--- src/sv/clas_pkg.sv ---
package clas_pkg;

    // Character and counter widths
    localparam int CHAR_BITS  = 16;
    localparam int COUNT_BITS = 16;
    localparam int RUN_BITS   = 16;
    localparam int FIELD_BITS = 16;
    localparam int SUM_BITS   = ((COUNT_BITS > RUN_BITS) ? COUNT_BITS : RUN_BITS) + 2;

    localparam logic [COUNT_BITS-1:0] COUNT_MAX = '1;
    localparam logic [RUN_BITS-1:0]   RUN_MAX   = '1;

    // Character codes of interest
    localparam logic [FIELD_BITS-1:0] C_NUL   = 16'd0;
    localparam logic [FIELD_BITS-1:0] C_TAB   = 16'd9;
    localparam logic [FIELD_BITS-1:0] C_SPACE = 16'd32;
    localparam logic [FIELD_BITS-1:0] C_QUOTE = 16'd34;
    localparam logic [FIELD_BITS-1:0] C_SLASH = 16'd92;

    // Parser state carried from one item to the next
    typedef struct packed {
        logic                  in_arg;
        logic                  in_quotes;
        logic                  quote_pend;
        logic [RUN_BITS-1:0]   bs_run;
        logic [COUNT_BITS-1:0] args;
        logic [COUNT_BITS-1:0] chars;
    } t_state;

    localparam t_state STATE_RESET = '0;

    // One result item plus its presence flag
    typedef struct packed {
        logic                  produce;
        logic [FIELD_BITS-1:0] slash_run;
        logic                  char_valid;
        logic [FIELD_BITS-1:0] out_char;
        logic                  arg_end;
        logic                  line_end;
        logic [FIELD_BITS-1:0] arg_count;
        logic [FIELD_BITS-1:0] char_count;
    } t_res;

endpackage

--- src/sv/command_line_argument_splitter.sv ---
// Datapath: an accepted character is held in the input register, then its result in the result register.
// Throughput: one character per cycle while the result register is free or being emptied; clas_step updates r_st.
// Characters that yield no result (separators between arguments, backslashes, quote toggles) still step the parser.
// Reset: synchronous, active low; clears parser state, counters and both valid flags.
module command_line_argument_splitter (
    input  logic        i_clk,
    input  logic        i_rst_n,
    input  logic        i_s_tvalid,
    output logic        o_s_tready,
    input  logic [15:0] i_s_tdata,   // [15:0] ch
    output logic        o_m_tvalid,
    input  logic        i_m_tready,
    output logic [63:0] o_m_tdata,   // [15:0] slash_run, [31:16] out_char,
                                     // [47:32] arg_count, [63:48] char_count
    output logic [1:0]  o_m_tuser,   // [0] char_valid, [1] arg_end
    output logic        o_m_tlast    // line_end
);
    import clas_pkg::*;

    logic        r_in_valid, n_in_valid;
    logic [15:0] r_in_ch;
    t_state      r_st, n_st;
    logic        r_out_valid, n_out_valid;
    t_res        r_out;
    t_res        step_res;
    logic        adv;

    // Step logic between input and result registers
    clas_step u_step (
        .i_ch    (r_in_ch),
        .i_state (r_st),
        .o_state (n_st),
        .o_res   (step_res)
    );

    // Held item advances when the result register is free or being emptied
    assign adv        = r_in_valid && (!r_out_valid || i_m_tready);
    assign o_s_tready = !r_in_valid || adv;

    always_comb begin
        n_in_valid = r_in_valid;
        if (o_s_tready) begin
            n_in_valid = i_s_tvalid;
        end
        n_out_valid = r_out_valid;
        if (adv) begin
            n_out_valid = step_res.produce;
        end else if (i_m_tready) begin
            n_out_valid = 1'b0;
        end
    end

    // Control state
    always_ff @(posedge i_clk) begin
        if (!i_rst_n) begin
            r_in_valid  <= 1'b0;
            r_out_valid <= 1'b0;
            r_st        <= STATE_RESET;
        end else begin
            r_in_valid  <= n_in_valid;
            r_out_valid <= n_out_valid;
            if (adv) begin
                r_st <= n_st;
            end
        end
    end

    // Payload registers
    always_ff @(posedge i_clk) begin
        if (o_s_tready && i_s_tvalid) begin
            r_in_ch <= i_s_tdata;
        end
        if (adv && step_res.produce) begin
            r_out <= step_res;
        end
    end

    assign o_m_tvalid = r_out_valid;
    assign o_m_tdata  = {r_out.char_count, r_out.arg_count, r_out.out_char, r_out.slash_run};
    assign o_m_tuser  = {r_out.arg_end, r_out.char_valid};
    assign o_m_tlast  = r_out.line_end;

`ifndef SYNTHESIS
    // a pending quote only exists inside a quoted part of an argument
    a_pend_in_quotes: assert property (@(posedge i_clk) disable iff (!i_rst_n)
        r_st.quote_pend |-> (r_st.in_quotes && r_st.in_arg))
        else $error("quote pending outside quoted argument");

    // backslashes are only counted inside an argument, never with a pending quote
    a_run_in_arg: assert property (@(posedge i_clk) disable iff (!i_rst_n)
        (r_st.bs_run != '0) |-> (r_st.in_arg && !r_st.quote_pend))
        else $error("backslash run outside argument");

    // after a line end has been stepped, all state is clear
    a_line_clear: assert property (@(posedge i_clk) disable iff (!i_rst_n)
        (adv && step_res.line_end) |=> (r_st == STATE_RESET))
        else $error("state not cleared after line end");

    // an argument end always counts its terminator
    a_end_counted: assert property (@(posedge i_clk) disable iff (!i_rst_n)
        (o_m_tvalid && o_m_tuser[1]) |-> (o_m_tdata[63:48] != 16'd0))
        else $error("argument end with zero character count");

    // no character code is shown without its flag
    a_char_zero: assert property (@(posedge i_clk) disable iff (!i_rst_n)
        (o_m_tvalid && !o_m_tuser[0]) |-> (o_m_tdata[31:16] == 16'd0))
        else $error("character present without char_valid");
`endif

endmodule

--- src/sv/clas_step.sv ---
module clas_step (
    input  logic [15:0]     i_ch,
    input  clas_pkg::t_state i_state,
    output clas_pkg::t_state o_state,
    output clas_pkg::t_res   o_res
);
    import clas_pkg::*;

    t_state                st;
    logic [CHAR_BITS-1:0]  c_raw;
    logic [FIELD_BITS-1:0] c;
    logic                  is_sep;
    logic                  skip;
    logic                  done;
    logic [RUN_BITS-1:0]   run;
    logic [FIELD_BITS-1:0] slashes;
    logic                  cvalid;
    logic [FIELD_BITS-1:0] ochar;
    logic                  aend;
    logic                  lend;
    logic                  produce;
    logic [SUM_BITS-1:0]   sum;

    // Character masked to its width
    assign c_raw  = CHAR_BITS'(i_ch);
    assign c      = FIELD_BITS'(c_raw);
    assign is_sep = (c == C_SPACE) || (c == C_TAB);

    // One parser step
    always_comb begin
        st      = i_state;
        run     = i_state.bs_run;
        skip    = 1'b0;
        done    = 1'b0;
        slashes = '0;
        cvalid  = 1'b0;
        ochar   = '0;
        aend    = 1'b0;
        lend    = 1'b0;

        // between arguments: skip separators, end the line on NUL, start an argument otherwise
        if (!st.in_arg) begin
            if (is_sep) begin
                skip = 1'b1;
            end else if (c == C_NUL) begin
                lend = 1'b1;
            end else begin
                st.in_arg = 1'b1;
                if (st.args != COUNT_MAX) begin
                    st.args = st.args + 1'b1;
                end
            end
        end

        if (!skip && st.in_arg) begin
            // resolve a quote seen inside quotes
            if (st.quote_pend) begin
                st.quote_pend = 1'b0;
                if (c == C_QUOTE) begin
                    cvalid = 1'b1;
                    ochar  = C_QUOTE;
                    done   = 1'b1;
                end else begin
                    st.in_quotes = 1'b0;
                end
            end
            if (!done) begin
                if (c == C_SLASH) begin
                    if (run != RUN_MAX) begin
                        st.bs_run = run + 1'b1;
                    end
                end else begin
                    st.bs_run = '0;
                    if (c == C_QUOTE) begin
                        slashes = FIELD_BITS'(run >> 1);
                        if (run[0]) begin
                            cvalid = 1'b1;
                            ochar  = C_QUOTE;
                        end else if (st.in_quotes) begin
                            st.quote_pend = 1'b1;
                        end else begin
                            st.in_quotes = 1'b1;
                        end
                    end else begin
                        slashes = FIELD_BITS'(run);
                        if (c == C_NUL) begin
                            aend = 1'b1;
                            lend = 1'b1;
                        end else if (!st.in_quotes && is_sep) begin
                            aend      = 1'b1;
                            st.in_arg = 1'b0;
                        end else begin
                            cvalid = 1'b1;
                            ochar  = c;
                        end
                    end
                end
            end
        end

        produce = (slashes != '0) || cvalid || aend || lend;

        // saturating character count
        sum = SUM_BITS'(st.chars) + SUM_BITS'(slashes) + SUM_BITS'(cvalid) + SUM_BITS'(aend);
        if (produce) begin
            st.chars = (sum > SUM_BITS'(COUNT_MAX)) ? COUNT_MAX : COUNT_BITS'(sum);
        end

        o_res.produce    = produce;
        o_res.slash_run  = slashes;
        o_res.char_valid = cvalid;
        o_res.out_char   = ochar;
        o_res.arg_end    = aend;
        o_res.line_end   = lend;
        o_res.arg_count  = FIELD_BITS'(st.args);
        o_res.char_count = FIELD_BITS'(st.chars);

        // line end clears everything
        o_state = lend ? STATE_RESET : st;
    end

endmodule
--- config.mk ---
export PLATFORM = sky130hd
export DESIGN_NAME = command_line_argument_splitter
export DESIGN_NICKNAME = d
export VERILOG_FILES = /design/src/sv/clas_pkg.sv /design/src/sv/command_line_argument_splitter.sv /design/src/sv/clas_step.sv
export SDC_FILE = /design/constraint.sdc
export NUM_CORES = 1
export LEC_CHECK = 0
export BUFFER_PORTS_ARGS = -buffer_cell sky130_fd_sc_hd__buf_4
export CORE_ASPECT_RATIO = 0.5
export CORE_MARGIN = 1
export CORE_UTILIZATION = 50
export DETAILED_ROUTE_END_ITERATION = 12
export PLACE_DENSITY = 0.7
export REMOVE_ABC_BUFFERS = 1
export SYNTH_ARGS = -nofsm -noshare
export SYNTH_HDL_FRONTEND = slang
export SYNTH_HIERARCHICAL = 1
export SYNTH_SLANG_ARGS = --single-unit
--- constraint.sdc ---
create_clock -name i_clk -period 15.4 [get_ports i_clk]
set_clock_uncertainty 0.2 [all_clocks]
set_input_delay 0.77 -clock i_clk [delete_from_list [all_inputs] [get_ports i_clk]]
set_output_delay 0.77 -clock i_clk [all_outputs]
set_load 0.01 [all_outputs]
# Word-level counts from Yosys, hierarchy flattened
# Cells that the tools add are included.
[totals]
ff_bits = 136
in_bits = 20
output_inout_bits = 69
[op_classes]
n_addsub = 5
order_cmp = 1
eq_ne = 8
n_mux = 64
n_reduce_logical = 21
[op_table]
columns = ["op", "n"]
rows = [
  ["2-to-1 mux 16 bit", 19],
  ["2-to-1 mux 51 bit", 1],
  ["2-to-1 mux 19 bit", 2],
  ["adder 18 x 1 -> 18 bit", 2],
  ["2-to-1 mux 1 bit", 36],
  ["adder 16 x 1 -> 16 bit (second input constant)", 2],
  ["== test 16 x 6 -> 1 bit (second input constant)", 2],
  ["!= test 16 bit (second input constant)", 2],
  ["greater-than comparator 18 x 16 -> 1 bit (second input constant)", 1],
  ["adder 16 x 16 -> 17 bit", 1],
  ["== test 16 x 4 -> 1 bit (second input constant)", 1],
  ["== test 16 x 7 -> 1 bit (second input constant)", 1],
  ["zero test 16 bit", 1],
  ["nonzero test 16 bit", 1],
  ["2-to-1 mux 2 bit", 4],
  ["logical OR 1 bit", 6],
  ["2-to-1 mux 6 bit", 1],
  ["logical AND 1 bit", 5],
  ["zero test 1 bit", 4],
  ["AND reduction 4 bit", 1],
  ["nonzero test 2 bit", 2],
  ["2-to-1 mux 3 bit", 1],
  ["!= test 3 x 2 -> 1 bit (second input constant)", 1],
  ["!= test 2 x 1 -> 1 bit (second input constant)", 1],
  ["AND reduction 2 bit", 1],
]

# Logic depth before layout (Yosys ltp)
[depth]
depth_word = 21
ltp_mapped = 23
depth_no_buf = 19

# By module
# Netlist, hierarchy kept.
[by_module_without_submodules]
columns = ["mod", "instances", "cells_per_inst", "area_each_um2", "seq_area_each_um2"]
rows = [
  ["command_line_argument_splitter", 1, 317, 4678.2, 3553.4],
  ["clas_step", 1, 440, 3009.1, 0.0],
]

# Least setup slack after synthesis
# OpenSTA, ideal clock, no wires.
[synth_timing]
path_kind = "flip-flop to flip-flop"
from = "register r_in_ch[7]"
to = "register r_out, in the netlist o_m_tdata[0], enable pin"
setup_time_ns = 0.493
t_arrival_ns = 4.672
slack_ns = 10.035
path_stages_with_launch = 11
n_path_buf = 2
path_cell_list = "edfxtp_1 -> nor4_4 -> and4_1 -> nand3b_1 -> inv_1 -> nor2_4 -> inv_2 -> buf_2 -> buf_4 -> nand2_1 -> nor2_1"
[synth_via]
elab_chain_cells = 16
elab_cells_between_ends = 51
classes_between = "eq/ne (4); mux (36); reduce/logical (11)"
[synth_lines]
columns = ["element", "line_no", "rtl"]
rows = [
  ["start: declaration", "command_line_argument_splitter.sv:21", "logic [15:0] r_in_ch;"],
  ["start signal: assignment", "command_line_argument_splitter.sv:71", "r_in_ch <= i_s_tdata;"],
  ["== test 16 x 6 -> 1 bit", "clas_step.sv:59, clas_step.sv:74", ""],
  ["2-to-1 mux 1 bit", "clas_step.sv:59", "if (c == C_QUOTE) begin"],
  ["2-to-1 mux 2 bit", "clas_step.sv:57", "if (st.quote_pend) begin"],
  ["2-to-1 mux 2 bit", "clas_step.sv:55", "if (!skip && st.in_arg) begin"],
  ["zero test 1 bit", "clas_step.sv:89", "end else if (!st.in_quotes && is_sep) begin"],
  ["logical AND 1 bit", "clas_step.sv:89", ""],
  ["2-to-1 mux 1 bit", "clas_step.sv:89", ""],
  ["2-to-1 mux 1 bit", "clas_step.sv:86", "if (c == C_NUL) begin"],
  ["2-to-1 mux 1 bit", "clas_step.sv:74", "if (c == C_QUOTE) begin"],
  ["2-to-1 mux 1 bit", "clas_step.sv:68", "if (c == C_SLASH) begin"],
  ["2-to-1 mux 1 bit", "clas_step.sv:67", "if (!done) begin"],
  ["2-to-1 mux 1 bit", "clas_step.sv:55", ""],
  ["logical OR 1 bit (2 in series)", "clas_step.sv:101", "produce = (slashes != '0) || cvalid || aend || lend;"],
  ["logical OR 1 bit (*)", "clas_step.sv:101", ""],
  ["named net u_step.produce", "clas_step.sv:21", "logic produce;"],
  ["logical AND 1 bit (*)", "command_line_argument_splitter.sv:73", "if (adv && step_res.produce) begin"],
  ["end signal: assignment", "command_line_argument_splitter.sv:74", "r_out <= step_res;"],
  ["end: declaration", "command_line_argument_splitter.sv:24", "t_res r_out;"],
]
# Mark *: on every way through the listed nets, which the timed path passes. The rest lies on a longest branch. The select of a mux whose other input is x is not followed.
# A chain may end at the register's enable or synchronous reset.

==> out/qor.tcl <==
set qor(layoutNonFillerInstCount) 1022
set qor(synthesis.instances) 757
set qor(post_detailed_placement_half_perimeter_wirelength_mm) 11.0
set qor(drcViolationCount) 0
set qor(antenna_violating_nets_post_route) 0
set qor(clk_latency_ps) 420
set qor(netlist-cell-type-count) 63
set qor(mostFrequentLayoutCell) {sky130_fd_sc_hd__nand2_1}
set qor(yosysWarningCount) 6
set qor(report.power.total_mw) 0.874
set qor(floorplan.initialDensity) 0.522
set qor(wl_per_cell_um) 16.3
set qor(boundaryPins) 89
set qor(placement.cell_area_mm2) 0.00829
set qor(netlist.top_cell.by_area) {sky130_fd_sc_hd__edfxtp_1}
set qor(grtUsageTotal) 0.215
set qor(final_util) 0.605
set qor(finalCriticalPeriod_ps) 6250
set qor(ctsHoldBuffers) 0
set qor(htreeDepth) 4
set qor(setup_total_negative_slack_ps) 0
set qor(bufs_on_longest_clock_path) 2
set qor(critical_path.startpoint_type) {register}
set qor(tightest_slew_ps) 990
set qor(timing.reg2reg.worst_path_depth) 21
set qor(clock-root-buffer) {sky130_fd_sc_hd__clkbuf_16}
set qor(grt_pass1_wl_mm) 26.6
set qor(cts.repair.resized) 0
set qor(clkTransAtPathRegs_ps) 70
set qor(critical_path.max_fanout) 27
set qor(status) {finished, final reports clean}
set qor(worstSetupPathType) {reg2reg}
set qor(fill_count) 1251
set qor(slack_of_the_critical_path_ps) 9150
set qor(avgSynthCellArea_um2) 10.2
set qor(vias) 5797
set qor(routed_wirelength_mm) 16.7
set qor(min-delay-path-class) {reg2reg}
set qor(grt-ovfl-total) 0
set qor(dp_worst_setup_slack_ps) 9220
set qor(netlist_area_mm2) 0.00769
set qor(first_global_vias) 5295
set qor(cts.repair_timing.setup_buffer_count) 0
set qor(layout.cell_area.non_filler_mm2) 0.00892
set qor(synth.yosys.seq_area_share) 0.462
set qor(cp.arrival_ps) 6330
set qor(chipWidth_um) 177
set qor(rsz0062_at_grt) {false}
set qor(yosys.area.top_type_share) 0.324
set qor(endpoint_type_of_the_worst_setup_path) {register}
set qor(finalHoldViolations) 0
set qor(placement_rows) 31
set qor(power_density_mw_per_mm2) 98.0
set qor(buffer_ports.inserted) 88
set qor(cts_num_sinks) 136
set qor(finish.net_count) 866
set qor(worst_hold_path.num_cells) 0
set qor(design.die.area_mm2) 0.0159
set qor(drive_above_1_share) 0.177
set qor(place_inst) 990
set qor(synthTopCellsByArea) {sky130_fd_sc_hd__edfxtp_1, sky130_fd_sc_hd__dfxtp_1, sky130_fd_sc_hd__mux2i_1}
set qor(cts_made_buffers) 17
set qor(postSynth.asyncResetShare) 0
set qor(final_min_period_over_clock_period) 0.406
set qor(p_leak_nw) 3.56
set qor(drt_iter0_markers) 394
set qor(max-cap-violations) 0
set qor(synth_seq_cells) 136
set qor(final.hold.worst_slack_ps) 250
set qor(num_antenna_cells) 0
set qor(dominantRegCellSynth) {sky130_fd_sc_hd__edfxtp_1}
set qor(power.ir.vdd_worst_mv) 0.0804
set qor(achievable-frequency_ghz) 0.160
set qor(setup_viol_count_final) 0
set qor(worst-endpoint-required_ps) 15480
set qor(syn2layout_area_growth_pct) 16.0
set qor(number_of_antenna_violations_at_the_first_check_in_global_routing) 0
set qor(die_height_um) 89.7
set qor(core_area_mm2) 0.0147
set qor(place.gp.congestion) 0.879
set qor(layout.cells.most_common_list) {sky130_fd_sc_hd__nand2_1, sky130_fd_sc_hd__buf_4, sky130_fd_sc_hd__edfxtp_1, sky130_fd_sc_hd__mux2i_1, sky130_fd_sc_hd__nor2_1}
set qor(grt_max_degree) 105
set qor(vias_per_cell) 5.67
set qor(tritoncts) {done}
set qor(drt-pass1-iter-count) 5
set qor(max_transition_margin) 0.340
set qor(report.final.slew_viol_count) 0
set qor(synth-edff-count) 83
==> worst max-delay path: stages, from the launching register on <==
cell and delay [ps]:
sky130_fd_sc_hd__edfxtp_1 410, sky130_fd_sc_hd__nor4_2 450, sky130_fd_sc_hd__and2_1 230, sky130_fd_sc_hd__and4b_1 200, sky130_fd_sc_hd__buf_4 340, sky130_fd_sc_hd__a21oi_1 240
sky130_fd_sc_hd__nand2b_1 520, sky130_fd_sc_hd__nor2_1 180, sky130_fd_sc_hd__fa_1 500, sky130_fd_sc_hd__ha_1 220, sky130_fd_sc_hd__inv_1 80, sky130_fd_sc_hd__fa_1 250
sky130_fd_sc_hd__nor2b_4 50, sky130_fd_sc_hd__o31a_1 270, sky130_fd_sc_hd__o31ai_1 290, sky130_fd_sc_hd__o22a_2 270, sky130_fd_sc_hd__a211oi_2 60, sky130_fd_sc_hd__a211oi_4 630
sky130_fd_sc_hd__buf_4 350, sky130_fd_sc_hd__a311oi_1 130, sky130_fd_sc_hd__nand2_1 110, sky130_fd_sc_hd__mux2i_1 90
==> cells in the mapped netlist, types with 3 or more instances <==
| library cell | instances |
|---|---|
| sky130_fd_sc_hd__clkbuf_1 | 25 |
| sky130_fd_sc_hd__and4_1 | 12 |
| sky130_fd_sc_hd__buf_2 | 17 |
| sky130_fd_sc_hd__nand3_1 | 16 |
| sky130_fd_sc_hd__and2_1 | 25 |
| sky130_fd_sc_hd__inv_1 | 10 |
| sky130_fd_sc_hd__nand4_1 | 12 |
| sky130_fd_sc_hd__nand2b_1 | 6 |
| sky130_fd_sc_hd__mux2i_1 | 67 |
| sky130_fd_sc_hd__a21o_1 | 5 |
| sky130_fd_sc_hd__edfxtp_1 | 83 |
| sky130_fd_sc_hd__nor4_1 | 8 |
| sky130_fd_sc_hd__a311oi_1 | 9 |
| sky130_fd_sc_hd__ha_1 | 33 |
| sky130_fd_sc_hd__nor3_1 | 9 |
| sky130_fd_sc_hd__nand3b_1 | 4 |
| sky130_fd_sc_hd__xor2_1 | 19 |
| sky130_fd_sc_hd__and3_1 | 9 |
| sky130_fd_sc_hd__nor3b_1 | 3 |
| sky130_fd_sc_hd__mux2_2 | 4 |
| sky130_fd_sc_hd__buf_12 | 5 |
| sky130_fd_sc_hd__o21ai_0 | 12 |
| sky130_fd_sc_hd__a211oi_1 | 10 |
| sky130_fd_sc_hd__nand2_1 | 124 |
| sky130_fd_sc_hd__dfxtp_1 | 53 |
| sky130_fd_sc_hd__buf_4 | 7 |
| sky130_fd_sc_hd__nor2b_1 | 3 |
| sky130_fd_sc_hd__a211oi_2 | 4 |
| sky130_fd_sc_hd__nor2_1 | 66 |
| sky130_fd_sc_hd__o21a_1 | 3 |
| sky130_fd_sc_hd__a21oi_1 | 29 |
| sky130_fd_sc_hd__a31oi_1 | 11 |
| sky130_fd_sc_hd__xnor2_1 | 13 |
==> layout make-up <==
| cell class | instances | area, µm² | area share |
|---|---|---|---|
| Multi-Input combinational cell | 553 | 3750 | 0.421 |
| Timing Repair Buffer | 92 | 691 | 0.0775 |
| Inverter | 11 | 41.3 | 0.00463 |
| Tap cell | 198 | 248 | 0.0278 |
| Clock buffer | 17 | 425 | 0.0477 |
| Sequential cell | 136 | 3550 | 0.398 |
| Clock inverter | 15 | 205 | 0.0230 |
==> flip-flops by register name, indices dropped and copies added, names as in the netlist <==
signal	count
o_m_tvalid	1
o_m_tdata	64
r_st	51
r_in_ch	16
o_m_tlast	1
o_m_tuser	2
r_in_valid	1
==> report_power, final <==
part | leakage (nW) | internal, mW | switching [mW] | total [mW]
Clock | 0.305 | 0.249 | 0.182 | 0.431
Combinational | 2.01 | 0.0179 | 0.0231 | 0.0411
Sequential | 1.25 | 0.396 | 0.00555 | 0.402
Total | 3.56 | 0.663 | 0.210 | 0.874
==> per-layer routing <==
metal	up-vias	global-route usage	part of all wire
li1	2843	-	-
met1	2792	0.296	0.49
met2	147	0.344	0.46
met3	15	0.0471	0.044
met4	0	0.0606	0.0079
met5	-	0	0
==> final timing paths <==
| check | startpoint | endpoint | slack, ps |
|---|---|---|---|
| min reg2reg | r_in_ch[15]$_DFFE_PP_ | o_m_tdata[31]$_DFFE_PP_ | 250 |
| max reg2reg | r_in_ch[12]$_DFFE_PP_ | r_st[6]$_SDFFE_PN0P_ | 9150 |
| min | r_in_ch[15]$_DFFE_PP_ | o_m_tdata[31]$_DFFE_PP_ | 250 |
| max | r_in_ch[12]$_DFFE_PP_ | r_st[6]$_SDFFE_PN0P_ | 9150 |
==> cells by family after synthesis <==
family / after synthesis / share of synthesized area
and+or+nand+nor: 313 / 0.206
AOI/OAI and AO/OA: 102 / 0.0915
DFF: 136 / 0.462
buffers and inverters: 68 / 0.0521
adders and majority gates: 35 / 0.0589
muxes: 71 / 0.0931
xor gates and xnor gates: 32 / 0.0365
Note: power is estimated with default switching activity, not from simulation.
